### config.mk
export PLATFORM = sky130hd
export DESIGN_NAME = nst_ram
export DESIGN_NICKNAME = d
export VERILOG_FILES = /design/src/design/nat_session_translation_top_macros.svh /design/src/design/nst_ram.sv
export SDC_FILE = /design/constraint.sdc
export NUM_CORES = 1
export LEC_CHECK = 0
export ABC_AREA = 1
export BUFFER_PORTS_ARGS = -buffer_cell sky130_fd_sc_hd__buf_4
export CORE_UTILIZATION = 40
export CTS_BUF_LIST = sky130_fd_sc_hd__clkbuf_8
export CTS_CLUSTER_SIZE = 24
export DETAILED_ROUTE_END_ITERATION = 8
export PLACE_DENSITY_LB_ADDON = 0.08
export REMOVE_ABC_BUFFERS = 1
export SLEW_MARGIN = 20
export SYNTH_ARGS = -nofsm -noshare
export SYNTH_HDL_FRONTEND = slang
export SYNTH_SLANG_ARGS = --single-unit
### constraint.sdc
create_clock -name clk -period 1.2 [get_ports clk]
set_input_delay 0.18 -clock clk [delete_from_list [all_inputs] [get_ports clk]]
set_output_delay 0.18 -clock clk [all_outputs]
set_load 0.02 [all_outputs]
### src/design/nat_session_translation_top_macros.svh
// Assertion macros shared by the NAT session translation design.
`ifndef NAT_SESSION_TRANSLATION_TOP_MACROS_SVH
`define NAT_SESSION_TRANSLATION_TOP_MACROS_SVH

// Property that must hold in the same cycle as its trigger.
`define NST_ASSERT_NOW(lbl, cond, msg) \
  lbl: assert property (@(posedge clk) disable iff (rst) (cond)) else $error(msg);

// Property whose consequence must hold in the cycle after its trigger.
`define NST_ASSERT_NEXT(lbl, trig, cons, msg) \
  lbl: assert property (@(posedge clk) disable iff (rst) (trig) |=> (cons)) else $error(msg);

`endif

### src/design/nst_ram.sv
// Generic memory with one write port and one registered read port.
`default_nettype none
module nst_ram #(
  parameter int WIDTH = 8,
  parameter int DEPTH = 16,
  parameter int AW    = $clog2(DEPTH)
) (
  input  wire logic             clk,
  input  wire logic             we,
  input  wire logic [AW-1:0]    waddr,
  input  wire logic [WIDTH-1:0] wdata,
  input  wire logic             re,
  input  wire logic [AW-1:0]    raddr,
  output logic      [WIDTH-1:0] rdata
);

  logic [WIDTH-1:0] mem [0:DEPTH-1];

  // Write port.
  always_ff @(posedge clk) begin
    if (we) begin
      mem[waddr] <= wdata;
    end
  end

  // Registered read port.
  always_ff @(posedge clk) begin
    if (re) begin
      rdata <= mem[raddr];
    end
  end

endmodule
`default_nettype wire

==> run_results.csv <==
group,metric,value,unit
run_status,status,"finished, violations left",
run_status,violations,"negative setup slack",
worst_setup_path,critPathTopFamily,"flip-flops",
clock_tree,numCtsBuffers,17,
placement,gp_congestion,0.863,
clock_tree,cts-root-buf,"clkbuf_8",
logic_synthesis,synth_cell_types,11,
routing,final_antenna_net_count,0,
run,cap_violations,0,
final_layout,layout-drive-gt1-share,14.2,%
worst_setup_path,cp_data_required_time,1.02,ns
global_routing,grt_pass1_vias,3706,
worst_setup_path,start_kind,"register",
placement,portBuffers,26,
final_layout,syn_to_final_growth,16.6,%
sta,skew,0.00867,ns
routing,drc,0,
floorplanning,core,0.0141,sq mm
sta,finalSetupViolCount,5,
sta,min_period,1.25,ns
clock_tree,cts.sink_count,136,
global_routing,gr-total-overflow,0,
routing,avgRoutedWirePerCell,16.7,microns
clock_tree,htree_levels,4,
worst_setup_path,critPathSlowestCell,"edfxtp_1",
worst_setup_path,max_stage_delay,0.46,ns
pwr,leakage,2.94,nW
worst_setup_path,worstSetupPathType,"reg -> out",
sta,tns,-0.123,ns
sta,fmax,0.800,GHz
routing,vias_per_cell,4.77,
pwr,p_per_area,1510,mW/mm^2
placement,detailed_place_hpwl,8570,microns
floorplanning,rows,43,
worst_setup_path,crit_buf_inv,1,
logic_synthesis,synth_seq_cells,136,
placement,pre_cts_slack,-0.185,ns
logic_synthesis,avgSynthCellArea,10.6,sq um
sta,finalWorstSetupSlack,-0.0506,ns
final_layout,final_cells,793,
logic_synthesis,synth_seq_area_share,69.8,%
clock_tree,tritoncts,"yes",
routing,drt-pass1-iter-count,4,
final_layout,nets,619,
logic_synthesis,synth.top_cell.area_share,69.8,%
floorplanning,die-area,0.0151,sq mm
sta,max_slew.worst_pin.slew,0.615,ns
sta,hold_slack,0.0404,ns
worst_setup_path,crit_chain,"buf_6",
pwr,ir_drop,703,uV
floorplanning,ios,27,
logic_synthesis,synth_largest_area_cell,"edfxtp_1",
floorplanning,die_h,123,microns
floorplanning,die_w,123,microns
logic_synthesis,synthCells,551,
routing,drtIter0Drc,201,
sta,relSlewSlack,58.9,%
sta,fin_crit_sh,104,%
routing,wl,13300,microns
worst_hold_path,hp-class,"in -> reg",
clock_tree,cts_buffer_depth,2,
final_layout,final_util,48.4,%
logic_synthesis,ys_warn_count,0,
clock_tree,path_clk_slew,0.08,ns
placement,place_inst,761,
global_routing,track_usage,19.6,%
worst_setup_path,critPathMaxFanout,1,
sta,rsz0062_at_grt,"true",
clock_tree,clock_latency,0.44,ns
routing,dr_total_vias,3786,
global_routing,grt_max_degree,44,
worst_setup_path,crit_arrival,1.07,ns
final_layout,antennaDiodeCount,0,
floorplanning,start_util,41.5,%
sta,drv_slew,0,
global_routing,grt_pass1_wl,20800,microns
sta,hold_viol_final,0,
logic_synthesis,synthesis.area,0.00585,sq mm
worst_setup_path,endpoint_kind,"output port",
logic_synthesis,synthTopCellsByArea,"edfxtp_1, nand2_1, nand3_1, inv_1, buf_6",
global_routing,antenna_found_initial,0,
clock_tree,cts_hold_buf,0,
-- layout by cell type, fill, tap and decap left out --
cell,instances
nand2_1,173
edfxtp_1,136
inv_1,100
nand3_1,97
buf_4,44
nor2_1,17
clkbuf_8,17
buf_6,7
clkinv_2,6
bufinv_16,5
buf_12,3
inv_2,2
nand3b_1,2
clkinvlp_4,2
clkinv_1,1
clkinv_4,1
-- routing by layer --
| layer | track usage (%) | part of all wire, % | vias to the layer above | wire (microns) |
|---|---|---|---|---|
| met1 | 25.7 | 45 | 1795 | 5960 |
| met5 | 0 | 0 | - | 0 |
| li1 | - | - | 1874 | - |
| met4 | 7.85 | 1.6 | 0 | 210 |
| met2 | 31.5 | 48 | 100 | 6340 |
| met3 | 4.43 | 5.6 | 17 | 737 |
-- per-stage QoR --
step,instance area [sq um],power (W)
2_1_floorplan,5680,0.00579
3_3_place_gp,6350,0.00620
3_5_place_dp,6350,0.00620
4_1_cts,6810,0.0104
5_1_grt,6820,0.0107
6_report,6820,0.0103
-- cell type report --
type | count | area (sq um)
multi-input combinational | 289 | 1210
tap | 180 | 225
fill | 1332 | 7280
clock inverter | 15 | 208
sequential | 136 | 4080
timing repair buffer | 54 | 469
clock buffer | 17 | 234
inverter | 102 | 383
-- flip-flops by register name, indices dropped and copies added (netlist names) --
signal / flops
rdata: 8
mem: 128
-- cells by family after synthesis --
logic type,count (synthesis),share of synthesized area [%]
AND/OR/NAND/NOR,289,20.8
flip-flops,136,69.8
buffers and inverters,126,9.39
-- repair_timing --
item,in CTS,in global routing
setup buffers,0,0
resized for setup,6,1
setup endpoints to repair,6,7
-- synth_stat cells --
library cell	count
inv_1	100
nand2_1	173
nand3_1	97
buf_4	4
buf_1	1
edfxtp_1	136
nand3b_1	2
buf_2	13
inv_2	2
buf_6	6
nor2_1	17
-- path summary, 6_finish.rpt --
kind	startpoint	end	slack [ns]	cells after the start
setup / recovery	rdata[3]	rdata[3]	-0.05	1
hold / removal	re	rdata[1]	0.04	1
setup reg to reg	mem[12][0]	rdata[0]	0.10	6
hold reg to reg	mem[2][4]	rdata[4]	0.75	6
-- where the power goes --
part | internal, W | total [W] | switching, W | leakage (nW)
clock network | 0.00244 | 0.00419 | 0.00174 | 0.222
registers | 0.00535 | 0.00538 | 0.0000385 | 1.24
logic | 0.000249 | 0.000709 | 0.000460 | 1.48
Note: power is estimated with default switching activity, not from simulation.
