`src/design/nat_session_translation_top_macros.svh`:
```
// Assertion macros shared by the NAT session translation design.
`ifndef NAT_SESSION_TRANSLATION_TOP_MACROS_SVH
`define NAT_SESSION_TRANSLATION_TOP_MACROS_SVH

// Property that must hold in the same cycle as its trigger.
`define NST_ASSERT_NOW(lbl, cond, msg) \
  lbl: assert property (@(posedge clk) disable iff (rst) (cond)) else $error(msg);

// Property whose consequence must hold in the cycle after its trigger.
`define NST_ASSERT_NEXT(lbl, trig, cons, msg) \
  lbl: assert property (@(posedge clk) disable iff (rst) (trig) |=> (cons)) else $error(msg);

`endif

```
`src/design/nst_pkg.sv`:
```
// Shared constants, codes and types of the NAT session translation block.
`default_nettype none
package nst_pkg;

  // Session table size and derived widths.
  localparam int SESSIONS = 1024;
  localparam int SESS_AW  = $clog2(SESSIONS);
  localparam int FILL_W   = SESS_AW + 1;

  // Reverse map: one row per protocol slot and outside port.
  localparam int PORT_SPACE = 65536;
  localparam int REV_DEPTH  = 3 * PORT_SPACE;
  localparam int REV_AW     = $clog2(REV_DEPTH);

  // Dynamic port range for TCP and UDP.
  localparam logic [15:0] DYN_LOW      = 16'd1024;
  localparam logic [15:0] DYN_LAST_RES = 16'd64511;

  // Protocol numbers and ICMP types.
  localparam logic [7:0] PROTO_TCP  = 8'd6;
  localparam logic [7:0] PROTO_UDP  = 8'd17;
  localparam logic [7:0] PROTO_ICMP = 8'd1;
  localparam logic [7:0] ICMP_REQ   = 8'd8;
  localparam logic [7:0] ICMP_REPLY = 8'd0;

  // Protocol slots of the counters and the reverse map.
  localparam logic [1:0] SLOT_TCP  = 2'd0;
  localparam logic [1:0] SLOT_UDP  = 2'd1;
  localparam logic [1:0] SLOT_ICMP = 2'd2;

  // Result actions.
  localparam logic [1:0] ACT_PASS = 2'd0;
  localparam logic [1:0] ACT_OUT  = 2'd1;
  localparam logic [1:0] ACT_IN   = 2'd2;

  // Register indexes.
  localparam logic [1:0] REG_SUBNET = 2'd0;
  localparam logic [1:0] REG_MASK   = 2'd1;
  localparam logic [1:0] REG_PUBLIC = 2'd2;

  typedef struct packed {
    logic [31:0] subnet;
    logic [31:0] mask;
    logic [31:0] pub_addr;
  } cfg_t;

  typedef struct packed {
    logic [63:0]        hosts;
    logic [1:0]         proto;
    logic [15:0]        sport;
    logic [15:0]        dport;
    logic [15:0]        nat;
    logic [SESS_AW-1:0] age;
  } sess_entry_t;

  typedef struct packed {
    logic        valid;
    logic [31:0] ip;
    logic [15:0] port;
  } rev_entry_t;

endpackage
`default_nettype wire

```
`src/design/nst_cfg_regs.sv`:
```
// Configuration registers behind the APB-style port.
`default_nettype none
module nst_cfg_regs (
  input  wire logic        clk,
  input  wire logic        rst,
  input  wire logic        psel,
  input  wire logic        penable,
  input  wire logic        pwrite,
  input  wire logic [3:0]  paddr,
  input  wire logic [31:0] pwdata,
  output logic      [31:0] prdata,
  output logic             pready,
  output nst_pkg::cfg_t    cfg
);

  logic wr;

  assign pready = 1'b1;
  assign wr     = psel && penable && pwrite;

  // Register writes.
  always_ff @(posedge clk) begin
    if (rst) begin
      cfg <= '0;
    end else if (wr) begin
      case (paddr[3:2])
        nst_pkg::REG_SUBNET: cfg.subnet   <= pwdata;
        nst_pkg::REG_MASK:   cfg.mask     <= pwdata;
        nst_pkg::REG_PUBLIC: cfg.pub_addr <= pwdata;
        default: ;
      endcase
    end
  end

  // Read data.
  always_comb begin
    case (paddr[3:2])
      nst_pkg::REG_SUBNET: prdata = cfg.subnet;
      nst_pkg::REG_MASK:   prdata = cfg.mask;
      nst_pkg::REG_PUBLIC: prdata = cfg.pub_addr;
      default:             prdata = 32'd0;
    endcase
  end

endmodule
`default_nettype wire

```
`config.mk`:
```
export PLATFORM = sky130hd
export DESIGN_NAME = nst_cfg_regs
export DESIGN_NICKNAME = d
export VERILOG_FILES = /design/src/design/nat_session_translation_top_macros.svh /design/src/design/nst_pkg.sv /design/src/design/nst_cfg_regs.sv
export SDC_FILE = /design/constraint.sdc
export NUM_CORES = 1
export LEC_CHECK = 0
export ABC_AREA = 1
export BUFFER_PORTS_ARGS = -buffer_cell sky130_fd_sc_hd__buf_2
export CORE_MARGIN = 5
export CORE_UTILIZATION = 49
export DETAILED_ROUTE_END_ITERATION = 7
export MAX_ROUTING_LAYER = met4
export PLACE_DENSITY_LB_ADDON = 0.15
export SLEW_MARGIN = 20
export SYNTH_ARGS = -nofsm -noshare
export SYNTH_HDL_FRONTEND = slang
export SYNTH_SLANG_ARGS = --single-unit
```
`constraint.sdc`:
```
create_clock -name clk -period 1.1 [get_ports clk]
set_input_delay 0.165 -clock clk [delete_from_list [all_inputs] [get_ports clk]]
set_output_delay 0.165 -clock clk [all_outputs]
set_load 0.02 [all_outputs]
```
==> results.md, run 1 <==
- Worst-case reg-to-reg path depth: 3
- Starting DRT DRC Count: 254
- Hold Path Sink: cfg[23]$_SDFFE_PP0P_
- Hold Buf Count CTS: 0
- WL/cell: 15.28 um
- Fmax: 831.7 MHz
- Violated checks: negative setup slack
- Total CTS buffers: 9
- CTS tree: yes
- WS Path Type: reg -> out
- Gp weighted congestion: 0.8095
- Crit path DAT: 1.04 ns
- Cells after Synth: 705
- PortBufs: 166
- Pwr dens: 1028 nW/um^2
- Max Slew Vio Count: 0
- Vias: 5272
- Clock tree buffer depth: 2
- Hpwl dp: 9499 um
- Routed wire length: 15510 um
- Mean Syn Cell Area: 6.334 sq um
- Largest net degree at the start of global routing: 37
- Max FFs per register: 96
- Fin. Hold Viols: 0
- Post-route minimum period: 1.202 ns
- Max IR drop VDD: 0.7977 mV
- Pre-CTS setup slack: -0.1478 ns
- Min-delay src: pwdata[23]
- Leak Pwr: 0.003810 uW
- Largest regs: cfg (96)
- Status: finished with violations
- Total GRT Usage: 0.2762
- Number of nets with antenna violations after routing: 0
- Synth Cell Area: 4466 sq um
- Fraction of layout cells with a size suffix above 1: 0.4763
- Area grow syn2layout: 58.53%
- Clock skew: 0 ns
- Syn_nets: 746
- Starting Density: 0.5071
- Post-synthesis sequential area ratio: 0.4304
- Final period utilization: 1.093
- Setup violations, final: 33
- Post-synth cell types: 14
- IO Pins: 170
- Hold path depth: 5
- Vias in the first global route: 5059
- Max-cap violations: 0
- Yosys Warn Count: 0
- DR DRC count: 0
- Worst Setup Start Kind: flip-flop
- Hold WC Path Type: in -> reg
- Worst setup EP type: primary output
- Reg2reg setup slack: 0.36 ns
- PnR worst setup slack: -0.1023 ns
- H-Tree Depth: 3
- Later-pin clock latency in the skew report: 0.35 ns
- Nets: 944
- Crit path max fanout: 3
- Die W: 105.5 um
- Congestion Overflow GR: 0
- Ant diodes: 0
- FF-to-FF End: cfg[23]$_SDFFE_PP0P_
- Worst-path clk slew: 0.10 ns
- Die Ht: 105.5 um
- CTS Root Cell: clkbuf_8
- FF-to-FF Start: cfg[23]$_SDFFE_PP0P_
- DRT Pass-1 Iters: 7
- RSZ-0062 raised after global routing: true
- DIE AREA: 11120 sq um
- First-pass GRT wire length: 24520 um
- Initial antenna violation count: 0
- Post-DR vias/cell: 5.194
- Total power: 7279 uW
- Seq cells post-synth: 96
- Final Instance Area: 7079 sq um
- Num rows: 34
- CP Data Required Time: 0.94 ns
- Top reg by flops: cfg
- Core area: 8806 sq um
- CTS sink count: 96
- Dpl cell area: 5650 sq um
through the flow:
stage / setup TNS [ns] / utilization / hold slack (ns) / std cells
after floorplan: 0 / - / 0.4072 / 705
after global placement: -5.197 / 0.6417 / 0.4857 / 970
after detailed placement: -9.058 / 0.6417 / 0.4893 / 970
after CTS: -2.386 / 0.7685 / 0.1411 / 1011
after global routing: -3.545 / 0.8039 / 0.1621 / 1015
final: -2.053 / 0.8039 / 0.1481 / 1015
synthesized netlist by cell type, drive strengths merged:
master / instances / share of area
conb: 1 / 0.00084
buf: 44 / 0.052
inv: 35 / 0.029
nand3: 129 / 0.14
clkbuf: 4 / 0.0034
nand2: 196 / 0.16
clkinv: 1 / 0.00084
nor2: 199 / 0.17
dfxtp: 96 / 0.43
worst max-delay path by stage:
| stage | startpoint | to | slack (ns) | cells after the start |
|---|---|---|---|---|
| 2_1_floorplan | paddr[3] | prdata[30] | 0.09 | 4 |
| 3_3_place_gp | paddr[2] | prdata[30] | -0.12 | 7 |
| 3_5_place_dp | paddr[3] | prdata[17] | -0.15 | 7 |
| 4_1_cts | paddr[2] | prdata[8] | -0.09 | 9 |
| 5_1_grt | paddr[3] | prdata[4] | -0.15 | 8 |
| 6_report | cfg[10]$_SDFFE_PP0P_ | prdata[10] | -0.10 | 3 |
cells in the final DEF, fill, tap and decap left out, drive strengths merged:
master    netlist  final
buf            44    233
nor2          199    199
nand2         196    196
nand3         129    129
dfxtp          96     96
inv            35     36
clkbuf          4     13
clkinv          1      2
conb            1      1
bufinv          0      1
clkinvlp        0      1
layer usage:
layer / GRT usage / wire length, um
met5: - / 0
met4: 0.09278 / 254
met3: 0.04279 / 971
met2: 0.4713 / 7965
met1: 0.3332 / 6319
repair_timing:
| action | in CTS | in global routing |
|---|---|---|
| setup buffers | 22 | 5 |
| pin swaps | 30 | 21 |
| gates cloned | 5 | 1 |
| endpoints found under the setup margin | 34 | 83 |
| resized for setup | 199 | 121 |
logic make-up (layout without fill, tap and decap cells):
| logic type | Yosys count | in the layout | share of synthesized area |
|---|---|---|---|
| buffers and inverters | 84 | 286 | 0.08602 |
| flip-flops | 96 | 96 | 0.4304 |
| AND/OR/NAND/NOR | 524 | 524 | 0.4828 |
| other | 1 | 1 | 0.0008398 |
worst max-delay path, cell delays in order (launching register included):
cell and delay (ns):
dfxtp_1 0.36, nand2_1 0.10, nand3_4 0.09, buf_6 0.12
layout make-up:
type / count / area (sq um)
Clock buffer: 11 / 141.4
Tap cell: 108 / 135.1
Inverter: 36 / 142.6
Timing Repair Buffer: 235 / 1973
Clock inverter: 4 / 55.05
Fill cell: 612 / 1727
Sequential cell: 96 / 2034
Multi-Input combinational cell: 525 / 2597
power by group:
part           internal (uW)  leakage (uW)  switching [uW]
clock network           1110     0.0000956            1250
logic                    561       0.00290             732
registers               3550      0.000817            76.9
Note: power is estimated with default switching activity, not from simulation.
==> run 2, diff against run 1 <==
--- a/config.mk
+++ b/config.mk
@@ -7,6 +7,7 @@
 export LEC_CHECK = 0
 export ABC_AREA = 1
 export BUFFER_PORTS_ARGS = -buffer_cell sky130_fd_sc_hd__buf_2
+export CORE_ASPECT_RATIO = 1.1
 export CORE_MARGIN = 5
 export CORE_UTILIZATION = 49
 export DETAILED_ROUTE_END_ITERATION = 7
==> results.md, run 2 (same netlist as run 1, synthesis figures left out) <==
- Setup TNS: -1.619 ns (+0.4343 ns)
- Later-pin clock latency in the skew report: 0.36 ns (about the same)
- Commonest non-fill, non-tap cells in the layout: nor2_1, buf_2, nand2_1
- IO Pins: 170 (unchanged)
- Leak Pwr: 0.003736 uW (-1.9%)
- Status: finished with violations
- Hpwl dp: 9229 um (-2.8%)
- Initial antenna violation count: 0 (unchanged)
- Crit path largest cell delay: 0.35 ns (about the same)
- Vias in the first global route: 4911 (-2.9%)
- Hold WC Path Type: in -> reg
- Nets: 951 (+0.74%)
- DR DRC count: 0 (unchanged)
- Most common cell after layout, fill and taps aside: nor2_1
- Min-delay src: pwdata[15]
- Fin. Hold Viols: 0 (unchanged)
- FF-to-FF Start: cfg[80]$_SDFFE_PP0P_
- Core area: 8874 sq um (+0.77%)
- Fraction of layout cells with a size suffix above 1: 0.5191 (+0.04283)
- CTS Root Cell: clkbuf_8
- CTS sink count: 96 (unchanged)
- Post-DR vias/cell: 5.253 (+1.1%)
- CP max stage cell: dfxtp_2
- Die Ht: 110.1 um (+4.4%)
- Num rows: 36 (+5.9%)
- PnR worst setup slack: -0.09387 ns (+0.008469 ns)
- Cell-by-cell listing of the critical path: nand2_1, nand3_2, buf_6
- Hold slack: 0.1432 ns (-0.004892 ns)
- DIE AREA: 11120 sq um (about the same)
- Vias: 5405 (+2.5%)
- Worst-path clk slew: 0.09 ns (about the same)
- Total CTS buffers: 9 (unchanged)
- Die W: 101.0 um (-4.2%)
- Crit path DAT: 1.03 ns (about the same)
- Ant diodes: 0 (unchanged)
- Max IR drop VDD: 0.7153 mV (-10%)
- CTS tree: yes
- Number of nets with antenna violations after routing: 0 (unchanged)
- WL/cell: 15.29 um (about the same)
- Setup violations, final: 34 (+3.0%)
- PortBufs: 166 (unchanged)
- Congestion Overflow GR: 0 (unchanged)
- WS Path Type: reg -> out
- Area grow syn2layout: 58.25%
- Top reg by flops: cfg
- CP Data Required Time: 0.94 ns (about the same)
- Worst Setup Start Kind: flip-flop
- Largest net degree at the start of global routing: 55 (+49%)
- Hold Buf Count CTS: 0 (unchanged)
- Worst setup EP type: primary output
- Final period utilization: 1.085 (-0.007699)
- Max-cap violations: 0 (unchanged)
- Clock skew: 0 ns (unchanged)
- Total GRT Usage: 0.2681 (-0.008098)
- Max FFs per register: 96 (unchanged)
- First-pass GRT wire length: 23190 um (-5.4%)
- Clock tree buffer depth: 2 (unchanged)
- Fmax: 837.6 MHz (+0.71%)
- Starting Density: 0.5032 (-0.003861)
- Largest regs: cfg (96)
- Routed wire length: 15740 um (+1.4%)
- H-Tree Depth: 3 (unchanged)
- Violated checks: negative setup slack
- Pwr dens: 1031 nW/um^2 (+0.32%)
- Crit path max fanout: 3 (unchanged)
- Gp weighted congestion: 0.8214 (+1.5%)
- DRT Pass-1 Iters: 5 (-2)
- RSZ-0062 raised after global routing: true
- Post-route minimum period: 1.194 ns (-0.008469 ns)
- Starting DRT DRC Count: 255 (+0.39%)
- Worst setup path start: cfg[23]$_SDFFE_PP0P_
- Max Slew Vio Count: 0 (unchanged)
==> run 2: changes by cell type in the layout (fill, tap and decap cells not counted), moves of 3 or more <==
cell / change
nor2_4: -3
buf_4: -9
nand2_1: -21
dfxtp_1: -16
nand2_2: +32
nand2_4: -11
dfxtp_2: +21
buf_2: +16
dfxtp_4: -5
nor2_2: +3
==> run 2: per-stage QoR <==
| step | area [sq um] | power (uW) | cells | util | worst slack, ns |
|---|---|---|---|---|---|
| global placement | 5623 | 4646 | 980 | 0.6337 | -0.1016 |
| finish | 7067 | 7289 | 1029 | 0.7964 | -0.09387 |
| CTS | 6691 | 7200 | 1023 | 0.7541 | -0.06525 |
| global route | 7067 | 7566 | 1029 | 0.7964 | -0.1600 |
| floorplan | 4466 | 4274 | 705 | - | 0.08542 |
| detailed placement | 5623 | 4666 | 980 | 0.6337 | -0.1479 |
==> run 2: where the power goes <==
| group | leakage [uW] | internal (uW) | total [uW] | switching (uW) |
|---|---|---|---|---|
| sequential | 0.000824 | 3560 | 3640 | 77.7 |
| combinational | 0.00281 | 568 | 1290 | 726 |
| clock | 0.0000993 | 1110 | 2350 | 1240 |
==> run 2: critical path: cells and delay by family (launching register included) <==
| kind | cells | cell delay, ns |
|---|---|---|
| buffers and inverters | 1 | 0.14 |
| DFF | 1 | 0.35 |
| and+or+nand+nor | 2 | 0.19 |
==> run 2: layout make-up <==
type                    instances  area (sq um)
clock inverters                 5         56.30
well taps                     114         142.6
flip-flops and latches         96          2042
fillers                       617          1807
inverters                      36         142.6
clock buffers                  11         141.4
multi-input cells             525          2555
repair buffers                242          1987
==> run 2: repair_timing <==
action | CTS | global route
endpoints found under the hold margin | 0 | 0
setup endpoints to repair | 45 | 35
buffers inserted | 23 | 5
gates resized for setup | 232 | 94
pin swaps | 56 | 33
cloned | 4 | 2
==> run 2: routing by layer <==
metal,wire length (um),track usage,part of all wire
met1,6032,0.3229,0.38
met2,8052,0.4624,0.51
met5,0,-,0
met3,1163,0.03147,0.074
met4,486,0.09972,0.031
==> run 2: final timing paths <==
check	endpoint	slack, ns	cells past startpoint
worst max-delay path	prdata[23]	-0.09	3
worst min-delay path	cfg[79]$_SDFFE_PP0P_	0.14	5
worst max register to register	cfg[80]$_SDFFE_PP0P_	0.37	3
worst min register to register	cfg[69]$_SDFFE_PP0P_	0.50	2
==> run 3, diff against run 2 <==
--- a/config.mk
+++ b/config.mk
@@ -5,8 +5,8 @@
 export SDC_FILE = /design/constraint.sdc
 export NUM_CORES = 1
 export LEC_CHECK = 0
-export ABC_AREA = 1
 export BUFFER_PORTS_ARGS = -buffer_cell sky130_fd_sc_hd__buf_2
+export CAP_MARGIN = 5
 export CORE_ASPECT_RATIO = 1.1
 export CORE_MARGIN = 5
 export CORE_UTILIZATION = 49
==> results.md, run 3 <==
- Worst-path clk slew: 0.09 ns (about the same)
- Reg2reg setup slack: 0.18 ns (-0.19 ns)
- Vias: 4193 (-22%)
- Synth Area in Compound Gates: 0.03534 (+0.03534)
- Crit path DAT: 1.19 ns (+0.16 ns)
- Max Slew Vio Count: 0 (unchanged)
- Sw Pwr: 1725 uW (-16%)
- Hold path depth: 3 (-2)
- CP Data Required Time: 0.94 ns (about the same)
- Die Ht: 110.9 um (+0.67%)
- PortBufs: 166 (unchanged)
- Post-Synth Simple-Gate Area: 0.2156 (-0.2671)
- Setup violations, final: 69 (+100%)
- Largest regs: cfg (96)
- Total CTS buffers: 9 (unchanged)
- Crit path max fanout: 2 (-1)
- Share of power burned in the clock network: 0.345 (+0.022)
- Commonest non-fill, non-tap cells in the layout: buf_6, nand2b_1, mux2i_1
- Post-synthesis sequential area ratio: 0.4241 (-0.006298)
- Cell accounting for the most synthesized area: dfxtp_1
- Cell-by-cell listing of the critical path: mux2i_1, o21ai_2, buf_6
- Pre-CTS setup slack: -0.2162 ns (-0.06831 ns)
- Die W: 101.7 um (+0.67%)
- Synth area leaders: dfxtp_1, mux2i_1, nand2b_1
- CTS tree: yes
- CTS sink count: 96 (unchanged)
- WL/cell: 18.23 um (+19%)
- Asr flop ratio synth: 0 (unchanged)
- Vias in the first global route: 4481 (-8.8%)
- Congestion Overflow GR: 0 (unchanged)
- Fin. Hold Viols: 0 (unchanged)
- PnR worst setup slack: -0.2519 ns (-0.1580 ns)
- Hold slack: 0.1010 ns (-0.04227 ns)
- Max FFs per register: 96 (unchanged)
- Initial antenna violation count: 0 (unchanged)
- Hold WC Path Type: in -> reg
- Seq pwr share: 0.524 (+0.025)
- Clock skew: 0 ns (unchanged)
- Later-pin clock latency in the skew report: 0.36 ns (about the same)
- Ant diodes: 0 (unchanged)
- Worst-case reg-to-reg path depth: 5 (+2)
- DIE AREA: 11270 sq um (+1.3%)
- Worst Setup Start Kind: flip-flop
- Starting DRT DRC Count: 179 (-30%)
- Fraction of layout cells with a size suffix above 1: 0.5836 (+0.06445)
- Combinational family with the most area after synthesis: multiplexers
- Mux cell area share after synthesis: 0.2827 (+0.2827)
- Seq cells post-synth: 96 (unchanged)
- Post-route minimum period: 1.352 ns (+0.1580 ns)
- Total power: 6806 uW (-6.6%)
- CTS Root Cell: clkbuf_8
- First-pass GRT wire length: 22430 um (-3.3%)
- H-Tree Depth: 3 (unchanged)
- Switching part of the total power: 0.2535 (-0.02724)
- Yosys Warn Count: 0 (unchanged)
- Worst setup path start: cfg[68]$_SDFFE_PP0P_
- Hpwl dp: 8675 um (-6.0%)
- Final Util: 0.8250 (+0.02857)
- Status: finished with violations
- Violated checks: negative setup slack
- Num rows: 36 (unchanged)
- DRT Pass-1 Iters: 4 (-1)
- Max IR drop VDD: 0.7833 mV (+9.5%)
- CP max stage cell: dfxtp_2
- Pwr dens: 920.4 nW/um^2 (-11%)
- Starting Density: 0.5056 (+0.002340)
- WS Path Type: reg -> out
- Total GRT Usage: 0.2547 (-0.01341)
- Adder-cell share of the synthesized area: 0 (unchanged)
- Final period utilization: 1.229 (+0.1436)
- Crit path largest cell delay: 0.35 ns (about the same)
- Routed wire length: 14730 um (-6.4%)
- FF-to-FF End: cfg[51]$_SDFFE_PP0P_
- Combinational share of power: 0.131 (-0.047)
- Clock tree buffer depth: 2 (unchanged)
- Int Power: 5081 uW (-3.1%)
- Fmax: 739.7 MHz (-12%)
- Core area: 8964 sq um (+1.0%)
- Top reg by flops: cfg
- Hold Path Sink: cfg[20]$_SDFFE_PP0P_
- Nets: 730 (-23%)
- Post-synth cell types: 17 (+3)
- Number of synthesized flops with an enable pin: 0 (unchanged)
- Max-cap violations: 0 (unchanged)
- Synth Cell Area: 4532 sq um (+1.5%)
- Worst setup EP type: primary output
- Cells after Synth: 461 (-35%)
- Leak Pwr: 0.003533 uW (-5.4%)
- FF-to-FF Start: cfg[51]$_SDFFE_PP0P_
- XOR/XNOR Fraction of Synth Area: 0 (unchanged)
- RSZ-0062 raised after global routing: true
- Number of nets with antenna violations after routing: 0 (unchanged)
- Setup TNS: -6.066 ns (-4.447 ns)
- Hold Buf Count CTS: 0 (unchanged)
- Largest net degree at the start of global routing: 53 (-3.6%)
- Post-synth top cells: mux2i_1, nand2b_1, dfxtp_1, nand2_1, o21ai_0
- Min-delay src: pwdata[20]
- Syn_nets: 502 (-33%)
- Area grow syn2layout: 63.17%
- Gp weighted congestion: 0.7791 (-5.1%)
- Most common cell after layout, fill and taps aside: buf_6
- DR DRC count: 0 (unchanged)
- Post-synth top flop: dfxtp_1
- Mean Syn Cell Area: 9.830 sq um (+55%)
- Share of the synthesized area in the top cell type: 0.4241 (-0.006298)
- IO Pins: 170 (unchanged)
- Post-DR vias/cell: 5.189 (-1.2%)
run 3: cell types whose count changed after synthesis, sizes merged, moves of 35 or more:
cell	before	now
mux2i	0	128
nand2	196	32
nand2b	0	128
inv	35	0
nor2	199	0
nand3	129	1
run 3: logic make-up (layout without fill, tap and decap cells):
group / count (synthesis) / count (layout)
buffers and inverters: 37 / 270
AND/OR/NAND/NOR: 167 / 167
flip-flops: 96 / 96
multiplexers: 128 / 128
other: 1 / 1
AO/OA/AOI/OAI: 32 / 32
run 3: final cells by class:
type / instances / area [sq um]
clock inverter: 5 / 56.30
fill: 517 / 1569
sequential: 96 / 2028
clock buffer: 11 / 141.4
tap: 114 / 142.6
multi-input combinational: 328 / 2650
timing repair buffer: 254 / 2376
run 3: what timing repair did:
| action | 4_1_cts | 5_1_grt |
|---|---|---|
| gates resized for setup | 271 | 94 |
| pin swaps | 0 | 20 |
| setup buffers | 47 | 38 |
| cloned | 0 | 1 |
| setup endpoints to repair | 65 | 113 |
run 3: how the worst max path moves through the flow:
stage / end / slack [ns] / depth (start not counted)
floorplan: cfg[34]$_SDFFE_PP0P_ / -0.06 / 5
global placement: cfg[90]$_SDFFE_PP0P_ / -0.19 / 6
detailed placement: cfg[92]$_SDFFE_PP0P_ / -0.22 / 6
CTS: prdata[31] / -0.20 / 3
global route: prdata[4] / -0.32 / 3
finish: prdata[4] / -0.25 / 3
run 3: worst max-delay path, delay by kind of cell (launching register included):
| kind | cells | cell delay (ns) |
|---|---|---|
| AOI/OAI and AO/OA | 1 | 0.10 |
| buffers and inverters | 1 | 0.14 |
| DFF | 1 | 0.35 |
| muxes | 1 | 0.22 |
run 3: metrics by stage:
stage          instances  instance area, sq um
4_1_cts              794                  7099
3_3_place_gp         731                  5788
3_5_place_dp         731                  5788
6_report             808                  7395
2_1_floorplan        461                  4752
5_1_grt              808                  7395
run 3: routing by layer:
metal / share of wire / global-route usage
met2: 0.52 / 0.4276
met5: 0 / -
met1: 0.40 / 0.2971
met3: 0.059 / 0.05349
met4: 0.020 / 0.09131
run 3: power groups by stage:
| stage | clock [uW] | sequential, uW | combinational [uW] |
|---|---|---|---|
| final | 2350 | 3560 | 894 |
| after global routing | 2540 | 3570 | 948 |
| after CTS | 2390 | 3560 | 836 |
| after detailed placement | 0 | 3630 | 731 |
| after global placement | 0 | 3630 | 718 |
| after floorplan | 0 | 3680 | 417 |
